$ cat src/design/gqi_pkg.sv
// Shared constants, codes and types of the gyro quaternion integrator.
// No dependencies; every other design file imports this package.
package gqi_pkg;

   localparam int QUAT_FRAC_BITS = 30;
   localparam int RATE_FRAC_BITS = 8;
   localparam int HALF_RAD_K     = 9825330;
   localparam int HALF_RAD_SHIFT = 50 - QUAT_FRAC_BITS + RATE_FRAC_BITS;
   localparam int RATE_W         = 20;
   localparam int QUAT_W         = 32;
   localparam int STEP_W         = 20;
   localparam int CSR_IDX_W      = 3;

   localparam logic signed [QUAT_W-1:0] Q_ONE = QUAT_W'(64'sd1 <<< QUAT_FRAC_BITS);
   localparam logic signed [QUAT_W-1:0] Q_MAX = {1'b0, {(QUAT_W-1){1'b1}}};
   localparam logic signed [QUAT_W-1:0] Q_MIN = {1'b1, {(QUAT_W-1){1'b0}}};

   typedef enum logic [1:0] {
      OP_INTEGRATE = 2'd0,
      OP_IDENTITY  = 2'd1,
      OP_LAUNCH    = 2'd2,
      OP_NONE      = 2'd3
   } opcode_type;

   typedef enum logic [CSR_IDX_W-1:0] {
      CSR_BIAS_X   = 3'd0,
      CSR_BIAS_Y   = 3'd1,
      CSR_BIAS_Z   = 3'd2,
      CSR_LAUNCH_W = 3'd3,
      CSR_LAUNCH_X = 3'd4,
      CSR_LAUNCH_Y = 3'd5,
      CSR_LAUNCH_Z = 3'd6,
      CSR_UNUSED   = 3'd7
   } csr_index_type;

   typedef enum logic [2:0] {
      DP_IDLE    = 3'd0,
      DP_LOAD    = 3'd1,
      DP_MUL     = 3'd2,
      DP_UPDATE  = 3'd3,
      DP_SQ      = 3'd4,
      DP_SQRT    = 3'd5,
      DP_DIV     = 3'd6,
      DP_PUBLISH = 3'd7
   } dp_op_type;

   // Last step of each sequenced phase
   localparam logic [5:0] MUL_LAST  = 6'd41;
   localparam logic [5:0] SQ_LAST   = 6'd7;
   localparam logic [5:0] SQRT_LAST = 6'd32;
   localparam logic [5:0] DIV_LAST  = 6'd34;

   typedef struct packed {
      dp_op_type  op;
      logic [5:0] step;
      logic [1:0] part;
   } dp_cmd_type;

   typedef struct packed {
      logic zero_norm;
   } dp_status_type;

   typedef struct packed {
      logic [1:0] h;
      logic [1:0] q;
      logic [1:0] d;
      logic       neg;
   } term_type;

   // Terms of the quaternion product q * (0, h)
   function automatic term_type term_sel(input logic [3:0] t);
      term_type r;
      unique case (t)
         4'd0:    r = '{h: 2'd0, q: 2'd1, d: 2'd0, neg: 1'b1};
         4'd1:    r = '{h: 2'd1, q: 2'd2, d: 2'd0, neg: 1'b1};
         4'd2:    r = '{h: 2'd2, q: 2'd3, d: 2'd0, neg: 1'b1};
         4'd3:    r = '{h: 2'd0, q: 2'd0, d: 2'd1, neg: 1'b0};
         4'd4:    r = '{h: 2'd2, q: 2'd2, d: 2'd1, neg: 1'b0};
         4'd5:    r = '{h: 2'd1, q: 2'd3, d: 2'd1, neg: 1'b1};
         4'd6:    r = '{h: 2'd1, q: 2'd0, d: 2'd2, neg: 1'b0};
         4'd7:    r = '{h: 2'd2, q: 2'd1, d: 2'd2, neg: 1'b1};
         4'd8:    r = '{h: 2'd0, q: 2'd3, d: 2'd2, neg: 1'b0};
         4'd9:    r = '{h: 2'd2, q: 2'd0, d: 2'd3, neg: 1'b0};
         4'd10:   r = '{h: 2'd1, q: 2'd1, d: 2'd3, neg: 1'b0};
         4'd11:   r = '{h: 2'd0, q: 2'd2, d: 2'd3, neg: 1'b1};
         default: r = '{h: 2'd0, q: 2'd0, d: 2'd0, neg: 1'b0};
      endcase
      return r;
   endfunction

   function automatic logic signed [QUAT_W-1:0] sat_q(input logic signed [67:0] v);
      if (v > 68'(Q_MAX)) return Q_MAX;
      if (v < 68'(Q_MIN)) return Q_MIN;
      return QUAT_W'(v);
   endfunction

   function automatic logic signed [RATE_W-1:0] sat_rate(input logic signed [21:0] v);
      if (v > 22'sd524287) return {1'b0, {(RATE_W-1){1'b1}}};
      if (v < -22'sd524288) return {1'b1, {(RATE_W-1){1'b0}}};
      return RATE_W'(v);
   endfunction

endpackage

$ cat src/design/gqi_ctrl.sv
// Controller: sequences the datapath phases and runs both handshakes.
// Drives gqi_datapath through dp_cmd_type; depends on gqi_pkg.
module gqi_ctrl import gqi_pkg::*; (
   input  logic          clock,
   input  logic          reset,
   input  logic          req_valid,
   input  logic [1:0]    opcode,
   output logic          req_ready,
   output logic          rsp_valid,
   input  logic          rsp_ready,
   output dp_cmd_type    cmd,
   input  dp_status_type status
);

   typedef enum logic [6:0] {
      S_IDLE = 7'b0000001,
      S_MUL  = 7'b0000010,
      S_UPD  = 7'b0000100,
      S_SQ   = 7'b0001000,
      S_SQRT = 7'b0010000,
      S_DIV  = 7'b0100000,
      S_PUB  = 7'b1000000
   } state_type;

   state_type  state_ff, state_in;
   logic [5:0] step_ff, step_in;
   logic [1:0] part_ff, part_in;
   logic       rsp_valid_ff, rsp_valid_in;
   logic       accept, publish;

   assign req_ready = (state_ff == S_IDLE);
   assign accept    = req_valid & req_ready;
   assign publish   = (state_ff == S_PUB) & (~rsp_valid_ff | rsp_ready);
   assign rsp_valid = rsp_valid_ff;

   always_comb begin
      state_in     = state_ff;
      step_in      = step_ff + 6'd1;
      part_in      = part_ff;
      rsp_valid_in = publish | (rsp_valid_ff & ~rsp_ready);
      cmd          = '{op: DP_IDLE, step: step_ff, part: part_ff};
      unique case (state_ff)
         S_IDLE: begin
            step_in = '0;
            part_in = '0;
            if (accept) begin
               cmd.op   = DP_LOAD;
               state_in = (opcode_type'(opcode) == OP_INTEGRATE) ? S_MUL : S_PUB;
            end
         end
         S_MUL: begin
            cmd.op = DP_MUL;
            if (step_ff == MUL_LAST) state_in = S_UPD;
         end
         S_UPD: begin
            cmd.op   = DP_UPDATE;
            step_in  = '0;
            state_in = S_SQ;
         end
         S_SQ: begin
            cmd.op = DP_SQ;
            if (step_ff == SQ_LAST) begin
               step_in  = '0;
               state_in = S_SQRT;
            end
         end
         S_SQRT: begin
            cmd.op = DP_SQRT;
            if (step_ff == '0 && status.zero_norm) begin
               state_in = S_PUB;
            end else if (step_ff == SQRT_LAST) begin
               step_in  = '0;
               state_in = S_DIV;
            end
         end
         S_DIV: begin
            cmd.op = DP_DIV;
            if (step_ff == DIV_LAST) begin
               step_in = '0;
               part_in = part_ff + 2'd1;
               if (part_ff == 2'd3) state_in = S_PUB;
            end
         end
         S_PUB: begin
            if (publish) begin
               cmd.op   = DP_PUBLISH;
               state_in = S_IDLE;
            end
         end
         default: state_in = S_IDLE;
      endcase
   end

   always_ff @(posedge clock) begin
      if (reset) begin
         state_ff     <= S_IDLE;
         step_ff      <= '0;
         part_ff      <= '0;
         rsp_valid_ff <= 1'b0;
      end else begin
         state_ff     <= state_in;
         step_ff      <= step_in;
         part_ff      <= part_in;
         rsp_valid_ff <= rsp_valid_in;
      end
   end

   a_pub_slot: assert property (@(posedge clock) disable iff (reset)
      (cmd.op == DP_PUBLISH) |-> (!rsp_valid_ff || rsp_ready))
      else $error("result published over an untaken result");
   a_int_path: assert property (@(posedge clock) disable iff (reset)
      (accept && opcode == OP_INTEGRATE) |=> (state_ff == S_MUL))
      else $error("integrate item did not start the multiply phase");
   a_load_path: assert property (@(posedge clock) disable iff (reset)
      (accept && opcode != OP_INTEGRATE) |=> (state_ff == S_PUB))
      else $error("reset item did not go straight to publish");
   a_div_end: assert property (@(posedge clock) disable iff (reset)
      (state_ff == S_DIV && step_ff == DIV_LAST && part_ff == 2'd3) |=> (state_ff == S_PUB))
      else $error("divide phase did not end after the last part");

endmodule

$ cat config.mk
export PLATFORM = sky130hd
export DESIGN_NAME = gqi_ctrl
export DESIGN_NICKNAME = d
export VERILOG_FILES = /design/src/design/gqi_pkg.sv /design/src/design/gqi_ctrl.sv
export SDC_FILE = /design/constraint.sdc
export NUM_CORES = 1
export LEC_CHECK = 0
export BUFFER_PORTS_ARGS = -buffer_cell sky130_fd_sc_hd__buf_2
export CORE_MARGIN = 5
export CORE_UTILIZATION = 44
export CTS_BUF_LIST = sky130_fd_sc_hd__clkbuf_4
export DETAILED_ROUTE_END_ITERATION = 10
export PLACE_DENSITY_LB_ADDON = 0.25
export SLEW_MARGIN = 20
export SYNTH_ARGS = -nofsm -noshare
export SYNTH_HDL_FRONTEND = slang
export SYNTH_SLANG_ARGS = --single-unit
$ cat constraint.sdc
create_clock -name clock -period 2.36 [get_ports clock]
set_clock_uncertainty 0.15 [all_clocks]
set_input_delay 0.236 -clock clock [delete_from_list [all_inputs] [get_ports clock]]
set_output_delay 0.236 -clock clock [all_outputs]
set_load 0.005 [all_outputs]
Word-level counts from Yosys, hierarchy flattened
Cells that the tools add are included.
Widths: inputs -> output; s select.
Storage, ports and cells
  flip-flop bits (word level): 16
  output and inout bits: 13
  word-level logic and storage cells: 59
Cells by class
  add/subtract/negate cells: 2
  equality and inequality tests: 19
  muxes and demuxes: 20
  bitwise gates (word level): 7
  reductions and logical operators: 7
Operators by type and width (number)
  $mux 7: 9
  $pmux 7 s7: 1
  $mux 6: 4
  $pmux 6 s4: 1
  $pmux 3 s7: 1
  $eq 6x6->1 const B: 3
  $ne 2x2->1 const B: 5
  $eq 7x1->1 const B: 1
  $eq 7x2->1 const B: 1
  $eq 7x3->1 const B: 1
  $eq 7x4->1 const B: 1
  $eq 7x5->1 const B: 1
  $eq 7x6->1 const B: 1
  $eq 7x7->1 const B: 1
  $reduce_and 7->1: 1
  $add 6x1->6 const B: 1
  $eq 6x3->1 const B: 1
  $logic_not 6->1: 1
  $pmux 2 s2: 1
  $and 1x1->1: 3
  $mux 3: 1
  $ne 3x3->1 const B: 1
  $add 2x1->2 const B: 1
  $eq 2x2->1 const B: 1
  other kinds (10): 12

Longest topological paths before layout
  depth in word-level cells: 5
  gate-level depth with buffers: 7

Worst setup path after synthesis
OpenSTA, ideal clock, no wires.
  path kind: register -> register
  start: register step_ff[0]
  end: register state_ff[6]
  data arrival time: 1778 ps
  data required time: 2140 ps
  setup slack: 362 ps
  cell stages (with the launch flop): 8
  buffers on the path: 0
  cell sequence: dfxtp_1 -> inv_1 -> ha_1 -> or4b_4 -> or3b_4 -> o22ai_2 -> o2111ai_1 -> a21oi_1
Between the ends
  cells in the longest elaborated chain, start to end: 4
Ends and longest elaborated chain
  from (decl): RTL line gqi_ctrl.sv:26  | logic [5:0] step_ff, step_in;
  from (signal assigned): RTL line gqi_ctrl.sv:102  | step_ff <= step_in;
  $logic_not 6->1: RTL line gqi_ctrl.sv:69  | if (step_ff == '0 && status.zero_norm) begin
  $logic_and 1x1->1: RTL line gqi_ctrl.sv:69
  $ne 3x3->1 (no source line) / $mux 7 (equally long branches)
  $reduce_and 7->1 (no source line) / $pmux 7 s7 (equally long branches)
  to (signal assigned): RTL line gqi_ctrl.sv:101  | state_ff <= state_in;
  to (decl): RTL line gqi_ctrl.sv:25  | state_type state_ff, state_in;
Several ways; a longest one is shown, not always the timed one.
A chain may end at the register's enable or synchronous reset.

==> out/metrics.cfg <==
[outcome]
status = finished clean

[pwr]
power_frac_comb_pct = 35.0
power_mw = 0.699
p_seq_share_pct = 43.6
power_density_mw_per_mm2 = 540
clockPowerShare_pct = 21.4
p_sw_mw = 0.249
p_leak_nw = 0.565
ir_worst_vdd_mv = 0.348
p_int_mw = 0.450
swShare_pct = 35.6

[min_path]
hold_end = state_ff[0]$_SDFFE_PP1P_
hold_start = req_valid
hold_path.class = in -> reg
min_path_cells = 2

[final_layout]
layout-drive-gt1-share_pct = 26.4
fin_cells = 189
final_cell_mix = buf_2, dfxtp_1, nand3_1, nand2_1, nor3_1
fill_cells = 248
seqCellArea_um2 = 320
num_antenna_cells = 0
final_common_cell = buf_2
area_growth_syn_to_layout_pct = 9.76
multi_input_area_um2 = 744
fin_nets = 173

[route]
ant_nets = 0
wl_met3_um = 91
first_pass_iters = 4
routed_wl_mm = 2.85
top_layer = met4
drc = 0
drtIter0Drc = 42
m1WireLength_mm = 1.28
wl_per_cell_um = 15.1
wl_met2_mm = 1.43
vias = 1083
vias_per_cell = 5.73

[critical_path]
endpoint_kind = output pin
max_stage_delay_ps = 570
r2r.worst_path.cells = 7
crit_arrival_ps = 1800
path_max_fanout = 10
worstPathRequired_ps = 1970
path_cells = nor4b_2, nand2_1, o21a_1, nand3_1, buf_2
critPathLaunchType = register
path_buf_inv = 1
critPathSlowestCell = dfxtp_1
worstReg2RegStart = step_ff[0]$_SDFF_PP0_
path_class = reg -> out
r2r_slack_ps = 180
r2r_end = state_ff[0]$_SDFFE_PP1P_
crit_family = simple AND/OR/NAND/NOR gates

[clocking]
hold_buffers = 0
cts_tree = done
post-cts-setup-buffers = 0
clockBufferDepth = 2
cts_max_level = 1
cts_buffers = 3
cts_sinks = 16
clkTransAtPathRegs_ps = 90
clockRootBuffer = clkbuf_4
cts_resized = 0
insertion_delay_ps = 290

[synth]
yosys.area.top_type = dfxtp_1
ys_warn_count = 0
avgSynthCellArea_um2 = 8.43
ys.flop_type = dfxtp_1
synth.top_cell.area_share_pct = 27.1
ys_ff_latch = 16
synth_edf_count = 0
synth_nets = 152
synth_cell_type_count = 48
ys_seq_area_share_pct = 27.1
netlist_instances = 140
async_flop_share_pct = 0
yosys-top-cells-area = dfxtp_1, nand3_1, ha_1, clkbuf_8, nor3_1
syn_area_mm2 = 0.00118

[floorplan]
rows = 18
die-area_mm2 = 0.00382
die_y_um = 61.8
io_pins = 20
start_util_pct = 46.8
die_w_um = 61.8
core_area_mm2 = 0.00252

[timing]
finalCritPeriodShare_pct = 92.6
grt_setup_unrepaired = no
fin_setup_tns_ps = 0
slew_violations = 0
slew_headroom_pct = 64.4
final.setup.worst_slack_ps = 174
min_period_ps = 2190
timing.hold.ws_ps = 73.2
tightest_slew_ps = 532
max_freq_mhz = 457
final_hold_viol_count = 0
setup_violations = 0

[global_route]
grt_pass1_wl_mm = 4.69
gr-usage-all-layers_pct = 16.8
grt_pass1_vias = 998
grt_max_degree = 14
antenna_found_initial = 0
gr-total-overflow = 0

[placement]
place_hpwl_mm = 2.21
gp_congestion = 0.881
numPortBuffers = 19
post-place-ws_ps = 178
place_inst = 186

[job]
max_cap_viol_count = 0

cells by family after synthesis:
group,count (synthesis),synth area share (%)
XOR/XNOR,7,5.20
adder cells (fa/ha/maj),5,5.30
multiplexers,1,0.848
AO/OA/AOI/OAI,32,20.6
flip-flops,16,27.1
AND/OR/NAND/NOR,62,31.2
buffers and inverters,17,9.76
sequential cells by signal (all words and copies together) (netlist names):
register / flops
part_ff: 2
rsp_valid: 1
state_ff: 7
step_ff: 6
how the worst max path moves through the flow:
stage	start	to	slack [ps]	cells past startpoint
after floorplan	step_ff[0]$_SDFF_PP0_	state_ff[6]$_SDFFE_PP0P_	360	7
after global placement	step_ff[0]$_SDFF_PP0_	state_ff[0]$_SDFFE_PP1P_	210	7
after detailed placement	step_ff[0]$_SDFF_PP0_	state_ff[0]$_SDFFE_PP1P_	180	7
after CTS	step_ff[0]$_SDFF_PP0_	state_ff[0]$_SDFFE_PP1P_	170	7
after global routing	step_ff[0]$_SDFF_PP0_	state_ff[0]$_SDFFE_PP1P_	2	7
final	state_ff[4]$_SDFFE_PP0P_	cmd[8]	170	5
cell usage after synthesis, drive strengths merged, types with 5 or more instances:
cell	instances
nor3	9
a21oi	6
inv	8
xor2	5
dfxtp	16
nor2	8
o21ai	6
nand3	14
ha	5
clkbuf	6
nand2	10
final cells by class:
type | count | share of cell area (%)
well taps | 30 | 2.90
repair buffers | 25 | 10.8
flip-flops and latches | 16 | 24.7
multi-input cells | 107 | 57.5
clock buffers | 3 | 1.74
inverters | 8 | 2.32
power groups by stage:
| stage | combinational, mW | clock [mW] | sequential (mW) |
|---|---|---|---|
| 2_1_floorplan | 0.184 | 0 | 0.306 |
| 3_5_place_dp | 0.243 | 0 | 0.312 |
| 3_3_place_gp | 0.241 | 0 | 0.311 |
| 4_1_cts | 0.244 | 0.155 | 0.305 |
| 5_1_grt | 0.272 | 0.164 | 0.310 |
| 6_report | 0.245 | 0.149 | 0.305 |
per-stage QoR:
stage | util (%) | cell area, um^2
6_report | 51.3 | 1290
5_1_grt | 51.3 | 1290
4_1_cts | 51.3 | 1290
3_5_place_dp | 50.4 | 1270
3_3_place_gp | 50.4 | 1270
2_1_floorplan | - | 1180
metal layers:
layer / global-route usage [%] / up-vias
met4: 7.27 / 0
met1: 21.1 / 501
li1: - / 554
met3: 1.86 / 5
met5: 0 / -
met2: 28.8 / 23
Power figures use the tool's default switching activity.
